==> src/design/cle_pkg.sv <==
`timescale 1ns / 1ps
// ----------------------------------------------------------------------------
// cle_pkg
// Shared constants, codes and types of the console line editor.
// ----------------------------------------------------------------------------
package cle_pkg;

  // Geometry of the shared cell store
  localparam int CONSOLES          = 4;
  localparam int CELLS_PER_CONSOLE = 2048;
  localparam int STORE_CELLS       = CONSOLES * CELLS_PER_CONSOLE;

  localparam int CONS_W = (CONSOLES > 1) ? $clog2(CONSOLES) : 1;
  localparam int ADDR_W = $clog2(STORE_CELLS);
  localparam int LEN_W  = $clog2(CELLS_PER_CONSOLE + 1);
  localparam int SUM_W  = ((ADDR_W > LEN_W) ? ADDR_W : LEN_W) + 1;

  // Field widths
  localparam int KIND_W            = 2;
  localparam int KEY_CODE_W        = 8;
  localparam int CONSOLE_ID_W      = 2;
  localparam int CELL_INDEX_W      = 11;
  localparam int CURSOR_POSITION_W = 13;
  localparam int DISPLAY_START_W   = 13;
  localparam int LINE_LENGTH_W     = 12;
  localparam int CELL_WORD_W       = 16;
  localparam int ATTR_W            = 8;

  localparam logic [ATTR_W-1:0] ATTR_RESET = 8'h07;

  // Editing keys
  localparam logic [KEY_CODE_W-1:0] KEY_DELETE = 8'h04;
  localparam logic [KEY_CODE_W-1:0] KEY_LEFT   = 8'h17;
  localparam logic [KEY_CODE_W-1:0] KEY_RIGHT  = 8'h18;

  // Item kinds
  typedef enum logic [KIND_W-1:0] {
    KIND_KEY    = 2'd0,
    KIND_SWITCH = 2'd1,
    KIND_READ   = 2'd2
  } kind_e;

  typedef struct packed {
    logic [KIND_W-1:0]       kind;
    logic [KEY_CODE_W-1:0]   key_code;
    logic [CONSOLE_ID_W-1:0] console_id;
    logic [CELL_INDEX_W-1:0] cell_index;
  } cle_req_t;

  typedef struct packed {
    logic [CURSOR_POSITION_W-1:0] cursor_position;
    logic [DISPLAY_START_W-1:0]   display_start;
    logic [LINE_LENGTH_W-1:0]     line_length;
    logic [CELL_WORD_W-1:0]       cell_word;
    logic                         dropped;
  } cle_rsp_t;

endpackage

==> src/design/cle_edit.sv <==
`timescale 1ns / 1ps
// ----------------------------------------------------------------------------
// cle_edit
// Edit sequencer: keeps per-console cursor and length, walks the cell store
// to open or close a gap, and builds the result of each transaction.
// ----------------------------------------------------------------------------
module cle_edit (
  input  logic                              clk_i,
  input  logic                              rst_ni,
  input  logic [cle_pkg::ATTR_W-1:0]        attr_i,
  input  logic                              req_valid_i,
  output logic                              req_ready_o,
  input  cle_pkg::cle_req_t                 req_i,
  output logic                              rsp_valid_o,
  input  logic                              rsp_ready_i,
  output cle_pkg::cle_rsp_t                 rsp_o,
  output logic                              mem_we_o,
  output logic [cle_pkg::ADDR_W-1:0]        mem_waddr_o,
  output logic [cle_pkg::CELL_WORD_W-1:0]   mem_wdata_o,
  output logic [cle_pkg::ADDR_W-1:0]        mem_raddr_o,
  input  logic [cle_pkg::CELL_WORD_W-1:0]   mem_rdata_i
);

  import cle_pkg::*;

  localparam logic [2:0] ST_IDLE  = 3'd0;
  localparam logic [2:0] ST_SHIFT = 3'd1;
  localparam logic [2:0] ST_DRAIN = 3'd2;
  localparam logic [2:0] ST_INS   = 3'd3;
  localparam logic [2:0] ST_RDW   = 3'd4;
  localparam logic [2:0] ST_RESP  = 3'd5;

  localparam logic [LEN_W-1:0] LEN_FULL = LEN_W'(CELLS_PER_CONSOLE);
  localparam logic [LEN_W-1:0] LEN_ONE  = LEN_W'(1);

  logic [2:0]             state_q, state_d;
  logic [CONS_W-1:0]      cons_q, cons_d;
  logic [LEN_W-1:0]       cur_q [CONSOLES];
  logic [LEN_W-1:0]       cur_d [CONSOLES];
  logic [LEN_W-1:0]       len_q [CONSOLES];
  logic [LEN_W-1:0]       len_d [CONSOLES];
  logic [LEN_W-1:0]       ptr_q, ptr_d;
  logic [LEN_W-1:0]       last_q, last_d;
  logic                   is_ins_q, is_ins_d;
  logic                   wr_pend_q, wr_pend_d;
  logic [LEN_W-1:0]       wr_off_q, wr_off_d;
  logic [KEY_CODE_W-1:0]  key_q, key_d;
  logic [CELL_WORD_W-1:0] word_q, word_d;
  logic                   dropped_q, dropped_d;

  logic [ADDR_W-1:0]      base;
  logic [LEN_W-1:0]       cur, len;
  logic                   start;

  // Region base of the current console and its cursor and length
  assign base  = ADDR_W'(cons_q) * ADDR_W'(CELLS_PER_CONSOLE);
  assign cur   = cur_q[cons_q];
  assign len   = len_q[cons_q];
  assign start = req_valid_i && (state_q == ST_IDLE);

  assign req_ready_o = (state_q == ST_IDLE);

  // Memory ports: read address is the item index at start, else the walk pointer
  assign mem_raddr_o = (state_q == ST_IDLE) ? base + ADDR_W'(req_i.cell_index)
                                            : base + ADDR_W'(ptr_q);
  assign mem_we_o    = wr_pend_q || (state_q == ST_INS);
  assign mem_waddr_o = wr_pend_q ? base + ADDR_W'(wr_off_q) : base + ADDR_W'(cur);
  assign mem_wdata_o = wr_pend_q ? mem_rdata_i : {attr_i, key_q};

  // Sequencer
  always_comb begin
    state_d   = state_q;
    cons_d    = cons_q;
    cur_d     = cur_q;
    len_d     = len_q;
    ptr_d     = ptr_q;
    last_d    = last_q;
    is_ins_d  = is_ins_q;
    wr_pend_d = 1'b0;
    wr_off_d  = wr_off_q;
    key_d     = key_q;
    word_d    = word_q;
    dropped_d = dropped_q;

    unique case (state_q)
      ST_IDLE: begin
        if (start) begin
          key_d     = req_i.key_code;
          word_d    = '0;
          dropped_d = 1'b0;
          state_d   = ST_RESP;
          unique case (req_i.kind)
            KIND_KEY: begin
              unique case (req_i.key_code)
                KEY_DELETE: begin
                  if (cur != '0) begin
                    if (cur < len) begin
                      // close the gap: move cells cur..len-1 down by one
                      ptr_d    = cur;
                      last_d   = len - LEN_ONE;
                      is_ins_d = 1'b0;
                      state_d  = ST_SHIFT;
                    end else begin
                      cur_d[cons_q] = cur - LEN_ONE;
                      len_d[cons_q] = len - LEN_ONE;
                    end
                  end
                end
                KEY_LEFT: begin
                  if (cur != '0) cur_d[cons_q] = cur - LEN_ONE;
                end
                KEY_RIGHT: begin
                  if (cur < len) cur_d[cons_q] = cur + LEN_ONE;
                end
                default: begin
                  if (len == LEN_FULL) begin
                    dropped_d = 1'b1;
                  end else if (len > cur) begin
                    // open the gap top down: move cells len-1..cur up by one
                    ptr_d    = len - LEN_ONE;
                    last_d   = cur;
                    is_ins_d = 1'b1;
                    state_d  = ST_SHIFT;
                  end else begin
                    state_d = ST_INS;
                  end
                end
              endcase
            end
            KIND_SWITCH: begin
              if (int'(req_i.console_id) < CONSOLES) cons_d = CONS_W'(req_i.console_id);
            end
            KIND_READ: begin
              if (int'(req_i.cell_index) < CELLS_PER_CONSOLE) state_d = ST_RDW;
            end
            default: ;
          endcase
        end
      end
      ST_SHIFT: begin
        // read at ptr now, write the data one cell over next cycle
        wr_pend_d = 1'b1;
        wr_off_d  = is_ins_q ? ptr_q + LEN_ONE : ptr_q - LEN_ONE;
        if (ptr_q == last_q) begin
          state_d = ST_DRAIN;
        end else begin
          ptr_d = is_ins_q ? ptr_q - LEN_ONE : ptr_q + LEN_ONE;
        end
      end
      ST_DRAIN: begin
        if (is_ins_q) begin
          state_d = ST_INS;
        end else begin
          cur_d[cons_q] = cur - LEN_ONE;
          len_d[cons_q] = len - LEN_ONE;
          state_d       = ST_RESP;
        end
      end
      ST_INS: begin
        cur_d[cons_q] = cur + LEN_ONE;
        len_d[cons_q] = len + LEN_ONE;
        state_d       = ST_RESP;
      end
      ST_RDW: begin
        word_d  = mem_rdata_i;
        state_d = ST_RESP;
      end
      ST_RESP: begin
        if (rsp_ready_i) state_d = ST_IDLE;
      end
      default: state_d = ST_IDLE;
    endcase
  end

  // Control state
  always_ff @(posedge clk_i or negedge rst_ni) begin
    if (!rst_ni) begin
      state_q   <= ST_IDLE;
      cons_q    <= '0;
      wr_pend_q <= 1'b0;
      for (int c = 0; c < CONSOLES; c++) begin
        cur_q[c] <= '0;
        len_q[c] <= '0;
      end
    end else begin
      state_q   <= state_d;
      cons_q    <= cons_d;
      wr_pend_q <= wr_pend_d;
      cur_q     <= cur_d;
      len_q     <= len_d;
    end
  end

  // Walk and result payload
  always_ff @(posedge clk_i) begin
    ptr_q     <= ptr_d;
    last_q    <= last_d;
    is_ins_q  <= is_ins_d;
    wr_off_q  <= wr_off_d;
    key_q     <= key_d;
    word_q    <= word_d;
    dropped_q <= dropped_d;
  end

  // Result of the transaction, reported from the updated state
  assign rsp_valid_o           = (state_q == ST_RESP);
  assign rsp_o.cursor_position = CURSOR_POSITION_W'(SUM_W'(base) + SUM_W'(cur));
  assign rsp_o.display_start   = DISPLAY_START_W'(base);
  assign rsp_o.line_length     = LINE_LENGTH_W'(len);
  assign rsp_o.cell_word       = word_q;
  assign rsp_o.dropped         = dropped_q;

`ifndef NO_ASSERTIONS
  // A pending write-back always follows a read of the walk
  a_pend_after_shift: assert property (@(posedge clk_i) disable iff (!rst_ni)
    wr_pend_q |-> $past(state_q) == ST_SHIFT)
    else $error("write-back without a preceding walk read");

  // The new cell is written only after the shift has drained
  a_ins_no_pend: assert property (@(posedge clk_i) disable iff (!rst_ni)
    (state_q == ST_INS) |-> !wr_pend_q)
    else $error("insert write collides with pending write-back");

  // Cursor stays within the text, text within the region
  a_cur_in_text: assert property (@(posedge clk_i) disable iff (!rst_ni)
    (cur <= len) && (len <= LEN_FULL))
    else $error("cursor or length out of range");

  // A result waits, unchanged, until it is taken
  a_rsp_hold: assert property (@(posedge clk_i) disable iff (!rst_ni)
    rsp_valid_o && !rsp_ready_i |=> rsp_valid_o && $stable(rsp_o))
    else $error("result changed before it was taken");
`endif

endmodule

==> config.mk <==
export PLATFORM = sky130hd
export DESIGN_NAME = cle_edit
export DESIGN_NICKNAME = d
export VERILOG_FILES = /design/src/design/cle_pkg.sv /design/src/design/cle_edit.sv
export SDC_FILE = /design/constraint.sdc
export NUM_CORES = 1
export LEC_CHECK = 0
export ABC_AREA = 1
export ABC_CLOCK_PERIOD_IN_PS = 9580
export BUFFER_PORTS_ARGS = -buffer_cell sky130_fd_sc_hd__buf_4
export CAP_MARGIN = 25
export CORE_UTILIZATION = 50
export DETAILED_ROUTE_END_ITERATION = 10
export MAX_ROUTING_LAYER = met4
export PLACE_DENSITY_LB_ADDON = 0.05
export SYNTH_ARGS = -nofsm -noshare
export SYNTH_HDL_FRONTEND = slang
export SYNTH_SLANG_ARGS = --single-unit
==> constraint.sdc <==
create_clock -name clk_i -period 9.58 [get_ports clk_i]
set_clock_uncertainty 0.15 [all_clocks]
set_input_delay 0.958 -clock clk_i [delete_from_list [all_inputs] [get_ports clk_i]]
set_output_delay 0.958 -clock clk_i [all_outputs]
set_load 0.02 [all_outputs]
==> impl_metrics.tcl, run 1 <==
set metrics [dict create \
    run_status "complete, no violations" \
    n_fill_cell 2351 \
    gp_congestion 0.9639 \
    grt_pass1_vias 12236 \
    layout-drive-gt1-share 0.1287 \
    finalHoldViolCount 0 \
    areaGrowthSynthToFinish_pct 14.04 \
    muxShareOfSynthArea 0 \
    ios 151 \
    drv_cap 0 \
    htree_levels 4 \
    hold_path_class "flip-flop to flip-flop" \
    setup_tns_ns 0 \
    critPathRequiredTime_ns 9.74 \
    portBuffers 139 \
    clock_sinks 164 \
    synth_edf_count 62 \
    arrival_ns 5.57 \
    diodes 0 \
    drt_iter0_markers 1216 \
    maxSlewHeadroom 0.3113 \
    remaining_drc_errors 0 \
    grt_pass1_wl_um 65430 \
    dpl.hpwl_um 28870 \
    critPathLaunchType "flip-flop" \
    synth_area_per_cell_um2 6.530 \
    post_drt_wl_per_cell_um 17.35 \
    fmax_mhz 184.5 \
    grt_max_degree 61 \
    via_count 13301 \
    antenna_found_initial 0 \
    grt_overflow 0 \
    yosys.area_share.xor_xnor 0.03034 \
    clk_latency_ns 0.44 \
    synth_top_family_by_area "simple AND/OR/NAND/NOR gates" \
    fin_crit_sh 0.5656 \
    via_per_inst 5.617 \
    cts_resized 0 \
    firstDrtPassIters 6 \
    finalSetupViolations 0 \
    cts_tree "built" \
    ys_seq_area_frac 0.3476 \
    synthCells 1945 \
    grtUsageTotal 0.3311 \
    holdWs_ns 0.3401 \
    fin_ws_ns 4.161 \
    crit_chain "buf_4, inv_2, nand2_2, inv_2, nand2_1, nand3_1, ha_1, nand2_1, nor3_1, nand4_1, nand2_1, nand2_1, nand2_1, nand3b_4, nor2_1, inv_2, nand2_1, o21ai_1" \
    fin_crit_ns 5.419 \
    place_ws_ns 4.312 \
    critical_path_class "flip-flop to flip-flop" \
    die_y_um 161.4 \
    synth_ff_type "dfrtp_1" \
    cts-root-buf "clkbuf_16" \
    core_area_mm2 0.02460 \
    rsz0062_at_grt "no" \
    final_max_slew_viol_count 0 \
    die_area_mm2 0.02604 \
    layout_common_cells "682 x nand2_1, 230 x nand3_1, 164 x inv_1, 163 x buf_4, 133 x o21ai_0" \
    hold_buffers 0 \
    cp_num_buf_inv 4 \
    async_flop_share 0.6220 \
    ys_ff_latch 164 \
    ant_nets 0 \
    synth_compound_area_frac 0.1243 \
    critPathCaptureType "flip-flop" \
    layout_commonest_cell "nand2_1" \
    cp_slowest_cell "nor2_1" \
    synthAdderAreaFrac 0.02167 \
    rows 57 \
    fin_nets 2104 \
    cts_made_buffers 17 \
    wirelength_um 41090 \
    yosys.cell_types.count 43 \
    die_x_um 161.4 \
    crit_fanout 45 \
    crit_family "simple AND/OR/NAND/NOR gates" \
    post-cts-setup-buffer-count 0 \
    ctsLongestPathBuffers 2 \
    crit_top_cell "nand2_1" \
    yosysWarningCount 0 \
    syn_area_mm2 0.01270 \
    synthSimpleGateAreaFrac 0.3804 \
    worst_pin_slew_ns 1.032 \
    start_util 0.5162 \
    slowest_delay_ns 0.72 \
    clk_pin_slew_worst_paths_ns 0.08 \
]
flip-flops by register name, indices dropped and copies added, names as in the netlist, named ones only:
register	cells
ptr_q	12
wr_pend_q	1
wr_off_q	12
key_q	8
dropped_q	1
word_q	16
state_q	3
is_ins_q	1
len_q	44
cons_q	2
last_q	12
cur_q	47
tightest hold or removal path, delay by kind of cell, from the launching register on:
kind,cells,cell delay (ns)
DFF,1,0.35
and+or+nand+nor,2,0.11
kinds of logic after synthesis:
logic type,Yosys count
compound gates,290
xor+xnor,44
fa+ha+maj,22
buf+inv,287
flops,164
other cells,1
simple gates,1137
per-stage QoR:
stage	cells	utilization	instance area (um^2)
final	2368	0.5887	14480
after detailed placement	2336	0.5634	13860
after floorplan	1955	-	12740
after global placement	2336	0.5634	13860
after CTS	2368	0.5887	14480
after global routing	2368	0.5887	14480
per-layer routing:
| metal | global-route usage | share of wire | vias to the layer above |
|---|---|---|---|
| li1 | - | - | 6486 |
| met1 | 0.4385 | 0.44 | 6075 |
| met2 | 0.4990 | 0.43 | 635 |
| met3 | 0.05470 | 0.090 | 105 |
| met4 | 0.1458 | 0.039 | 0 |
| met5 | - | 0 | - |
synthesized netlist by cell type (13+ instances only):
library cell | number | area share
nor2_1 | 132 | 0.039
nor3_1 | 14 | 0.0055
o21ai_0 | 133 | 0.052
inv_1 | 164 | 0.048
nand2_1 | 682 | 0.20
buf_2 | 18 | 0.0071
edfxtp_1 | 62 | 0.15
nand4_1 | 24 | 0.012
ha_1 | 22 | 0.022
clkbuf_1 | 55 | 0.016
nor2_2 | 18 | 0.0089
o21ai_1 | 56 | 0.022
dfrtp_1 | 102 | 0.20
nand3_1 | 230 | 0.091
buf_4 | 26 | 0.015
a21oi_1 | 50 | 0.020
inv_2 | 13 | 0.0038
xor2_1 | 37 | 0.026
final timing paths:
path | endpoint | depth (start not counted) | from | slack, ns
max | len_q[28] | 18 | cons_q[0] | 4.16
min | len_q[9] | 2 | len_q[9] | 0.34
max reg2reg | len_q[28] | 18 | cons_q[0] | 4.16
min reg2reg | len_q[9] | 2 | len_q[9] | 0.34
max in group asynchronous | cur_q[31] | 2 | rst_ni | 7.67
min in group asynchronous | len_q[8] | 1 | rst_ni | 0.40
cell type report:
| cell class | count | area (um^2) | share of cell area |
|---|---|---|---|
| Clock buffer | 18 | 450.4 | 0.03110 |
| Clock inverter | 14 | 171.4 | 0.01183 |
| Inverter | 181 | 679.4 | 0.04691 |
| Multi-Input combinational cell | 1504 | 7139 | 0.4929 |
| Sequential cell | 164 | 4414 | 0.3048 |
| Tap cell | 324 | 405.4 | 0.02799 |
| Timing Repair Buffer | 163 | 1224 | 0.08448 |
Power of run 1 is not shown: default switching activity piles up to over one toggle a cycle in this logic, so the estimate is an artifact.
==> run 2: changes to the inputs <==
Settings changed: ABC_CLOCK_PERIOD_IN_PS 9580 to 4930.
Clock period 9.58 ns to 4.93 ns, I/O delays scaled along.
==> impl_metrics.tcl, run 2 (synthesis gave the netlist of run 1 again) <==
set metrics [dict create \
    run_status "complete, no violations" \
    critical_path_class "flip-flop to flip-flop" \
    cts_made_buffers 17 \
    peakVddDrop_v 0.0005254 \
    cts-root-buf "clkbuf_16" \
    clk_latency_ns 0.45 \
    grtUsageTotal 0.3419 \
    arrival_ns 4.61 \
    rsz0062_at_grt "no" \
    antenna_found_initial 0 \
    die_area_mm2 0.02604 \
    worst_pin_slew_ns 1.022 \
    fmax_mhz 227.3 \
    drv_cap 0 \
    critPathRequiredTime_ns 5.14 \
    critPathLaunchType "flip-flop" \
    final_max_slew_viol_count 0 \
    clk_pin_slew_worst_paths_ns 0.08 \
    via_per_inst 5.629 \
    ios 151 \
    critPathCaptureType "flip-flop" \
    die_x_um 161.4 \
    fin_nets 2134 \
    n_fill_cell 2457 \
    top_register "cur_q" \
    slowest_delay_ns 0.67 \
    crit_fanout 36 \
    core_area_mm2 0.02460 \
    grt_overflow 0 \
    die_y_um 161.4 \
    areaGrowthSynthToFinish_pct 16.03 \
    crit_chain "inv_2, nand2_2, o22ai_1, nor2_2, inv_1, ha_1, nand2_1, nor3_1, nand2_1, nand3_1, nand2_1, nand3_1, nand2_1, nand3b_2, buf_12, nand2_1, inv_1, a21oi_1" \
    portBuffers 139 \
    wirelength_um 42970 \
    path_depth 18 \
    grt_max_degree 69 \
    ant_nets 0 \
    firstDrtPassIters 5 \
    drt_iter0_markers 1239 \
    maxSlewHeadroom 0.3178 \
    cp_num_buf_inv 4 \
    fin_crit_ns 4.400 \
    gp_congestion 0.9695 \
    htree_levels 4 \
    largest_register_ff_count 47 \
    finalHoldViolCount 0 \
    diodes 0 \
    clock_sinks 164 \
    crit_top_cell "nand2_1" \
    hold_buffers 0 \
    power_density_mw_per_mm2 865.5 \
    crit_family "simple AND/OR/NAND/NOR gates" \
    cts_tree "built" \
    layout_common_cells "682 x nand2_1, 230 x nand3_1, 190 x buf_4, 164 x inv_1, 133 x o21ai_0" \
    r2r_cells 18 \
    dpl.hpwl_um 31150 \
    r2r_start "cons_q[0]" \
    finalSetupViolations 0 \
    grt_pass1_wl_um 67140 \
    post-cts-setup-buffer-count 0 \
    layout-drive-gt1-share 0.1418 \
    reg2reg_setup_slack_ns 0.53 \
    top_regs "cur_q (47), len_q (44), word_q (16)" \
    holdWs_ns 0.01627 \
    p_leak_uw 0.007380 \
    layout_commonest_cell "nand2_1" \
    r2r_end "cur_q[11]" \
    via_count 13499 \
    setup_tns_ns 0 \
    rows 57 \
    ctsLongestPathBuffers 2 \
    remaining_drc_errors 0 \
    start_util 0.5162 \
    fin_crit_sh 0.8925 \
    grt_pass1_vias 12317 \
    cp_slowest_cell "dfrtp_1" \
    post_drt_wl_per_cell_um 17.92 \
    hold_path_class "primary input to asynchronous set/reset pin" \
]
run 2: worst max-delay path by stage:
stage               from        end  slack [ns]
2_1_floorplan  cons_q[0]   ptr_q[0]        1.15
3_3_place_gp   cons_q[1]  len_q[40]        0.70
3_5_place_dp   cons_q[0]  len_q[40]        0.58
4_1_cts        cons_q[0]  len_q[40]        0.55
5_1_grt        cons_q[0]  cur_q[11]        0.11
6_report       cons_q[0]  cur_q[11]        0.53
run 2: layout make-up:
cell class | instances | area, um^2 | area share
multi-input cells | 1504 | 7142 | 0.4846
flip-flops and latches | 164 | 4414 | 0.2995
repair buffers | 193 | 1486 | 0.1009
inverters | 181 | 679.4 | 0.04610
clock buffers | 18 | 450.4 | 0.03057
well taps | 324 | 405.4 | 0.02751
clock inverters | 14 | 158.9 | 0.01078
run 2: power breakdown:
part / total [uW] / internal, uW / switching (uW)
clock network: 1400 / 710 / 693
registers: 2500 / 2080 / 426
logic: 8850 / 2830 / 6020
total: 12800 / 5620 / 7140
run 2: routing by layer:
metal / wire length, um / vias to the layer above / track usage
met3: 4034 / 87 / 0.05393
met4: 1246 / 0 / 0.1248
met1: 18890 / 6202 / 0.4629
li1: - / 6553 / -
met2: 18800 / 657 / 0.5168
met5: 0 / - / -
run 2: what timing repair did:
action / CTS / global route
resized for setup: 0 / 1
endpoints found under the hold margin: 0 / 0
endpoints found under the setup margin: 0 / 1
run 2: metrics by stage:
step | setup WS (ns) | std cells | total power (uW) | cell area (um^2) | util
2_1_floorplan | 1.154 | 1955 | 8172 | 12740 | -
3_3_place_gp | 0.7039 | 2366 | 11060 | 14120 | 0.5741
3_5_place_dp | 0.5771 | 2366 | 11210 | 14120 | 0.5741
4_1_cts | 0.5466 | 2398 | 12630 | 14730 | 0.5988
5_1_grt | 0.1105 | 2398 | 13730 | 14740 | 0.5989
6_report | 0.5299 | 2398 | 12750 | 14740 | 0.5989
Power figures use the tool's default switching activity.
==> run 3: changes to the inputs <==
Settings changed: CORE_ASPECT_RATIO from default to 1.25, HOLD_SLACK_MARGIN from default to 0.03.
==> impl_metrics.tcl, run 3 (synthesis gave the netlist of run 1 again) <==
set metrics [dict create \
    antenna_found_initial 0 \
    r2r_end "len_q[16]" \
    dpl.hpwl_um 31430 \
    n_fill_cell 2418 \
    via_per_inst 5.614 \
    gp_congestion 0.9318 \
    post_drt_wl_per_cell_um 17.99 \
    layout_commonest_cell "nand2_1" \
    layout-drive-gt1-share 0.1386 \
    diodes 0 \
    setup_tns_ns 0 \
    die_x_um 144.6 \
    clk_pin_slew_worst_paths_ns 0.07 \
    grt_max_degree 68 \
    critPathRequiredTime_ns 5.08 \
    wirelength_um 43190 \
    drt_iter0_markers 1116 \
    finalHoldViolCount 0 \
    largest_register_ff_count 47 \
    fin_crit_ns 4.329 \
    critPathCaptureType "flip-flop" \
    critPathLaunchType "flip-flop" \
    ios 151 \
    top_regs "cur_q (47), len_q (44), word_q (16)" \
    crit_top_cell "nand2_1" \
    portBuffers 139 \
    reg2reg_setup_slack_ns 0.60 \
    firstDrtPassIters 6 \
    fin_nets 2132 \
    maxSlewHeadroom 0.3177 \
    ctsLongestPathBuffers 2 \
    areaGrowthSynthToFinish_pct 15.26 \
    via_count 13479 \
    crit_chain "inv_2, nand2_2, o22ai_1, inv_1, nand2_1, buf_4, inv_1, ha_1, nand2_1, nor3_1, nand4_1, nand2_1, nand2_1, nand2_1, nand3b_4, nor2_2, inv_2, nand2_1, o21ai_0" \
    grt_pass1_vias 12404 \
    crit_fanout 19 \
    clk_latency_ns 0.45 \
    final_max_slew_viol_count 0 \
    die_area_mm2 0.02605 \
    core_area_mm2 0.02474 \
    critical_path_class "flip-flop to flip-flop" \
    grtUsageTotal 0.3528 \
    hold_buffers 0 \
    run_status "complete, no violations" \
    drv_cap 0 \
    remaining_drc_errors 0 \
    cp_num_buf_inv 5 \
    crit_family "simple AND/OR/NAND/NOR gates" \
    cts-root-buf "clkbuf_16" \
    top_register "cur_q" \
    grt_pass1_wl_um 68220 \
    rsz0062_at_grt "no" \
    rows 64 \
    cts_made_buffers 17 \
    cp_slowest_cell "dfrtp_1" \
    fmax_mhz 231.0 \
    grt_overflow 0 \
    htree_levels 4 \
    r2r_cells 19 \
    cts_tree "built" \
    cts_resized 0 \
    start_util 0.5133 \
    slowest_delay_ns 0.52 \
    layout_common_cells "682 x nand2_1, 230 x nand3_1, 190 x buf_4, 164 x inv_1, 133 x o21ai_0" \
    post-cts-setup-buffer-count 0 \
    hold_path_class "primary input to asynchronous set/reset pin" \
    fin_crit_sh 0.8782 \
    arrival_ns 4.48 \
    worst_pin_slew_ns 1.022 \
    r2r_start "cons_q[0]" \
    clock_sinks 164 \
    die_y_um 180.2 \
    finalSetupViolations 0 \
    ant_nets 0 \
]
[run 3: changes by cell type in the layout (fill, tap and decap cells not counted), sizes merged]
cell      delta
buf          -2
clkbuf       +5
clkinv       -3
clkinvlp     -2
inv          -1
[run 3: layer usage]
metal	wire length, um	vias to the layer above	global-route usage	share of wire
li1	-	6538	-	-
met1	17730	6179	0.4391	0.41
met2	19810	641	0.5529	0.46
met3	3690	121	0.06272	0.085
met4	1953	0	0.1617	0.045
met5	0	-	-	0
[run 3: worst max path at each step]
stage / cells past startpoint / to / start
after detailed placement: 19 / len_q[16] / cons_q[0]
after CTS: 19 / len_q[16] / cons_q[0]
after global placement: 19 / len_q[16] / cons_q[0]
final: 19 / len_q[16] / cons_q[0]
after floorplan: 15 / ptr_q[0] / cons_q[0]
after global routing: 17 / len_q[15] / cons_q[0]
[run 3: through the flow]
step | instances | setup slack (ns) | util | hold WS [ns] | instance area [um^2]
floorplan | 1955 | 1.154 | - | 0.04741 | 12740
global placement | 2370 | 0.8081 | 0.5694 | 0.3154 | 14090
detailed placement | 2370 | 0.6930 | 0.5694 | 0.3189 | 14090
CTS | 2401 | 0.6622 | 0.5916 | 0.06027 | 14640
global route | 2401 | 0.2086 | 0.5916 | 0.08307 | 14640
finish | 2401 | 0.6006 | 0.5916 | 0.03251 | 14640
[run 3: area by class of cell]
cell class | instances | area [um^2] | area share
Multi-Input combinational cell | 1504 | 7137 | 0.4875
Inverter | 181 | 679.4 | 0.04641
Clock buffer | 23 | 481.7 | 0.03291
Timing Repair Buffer | 191 | 1446 | 0.09880
Sequential cell | 164 | 4414 | 0.3015
Clock inverter | 8 | 67.56 | 0.004615
Tap cell | 330 | 412.9 | 0.02821
[run 3: worst register-to-register path: cells and delay by family, from the launching register on]
kind / cells / cell delay [ns]
flops: 1 / 0.52
compound gates: 2 / 0.31
buf+inv: 5 / 0.86
simple gates: 11 / 2.04
fa+ha+maj: 1 / 0.30
Power of run 3 is left out for the same reason.
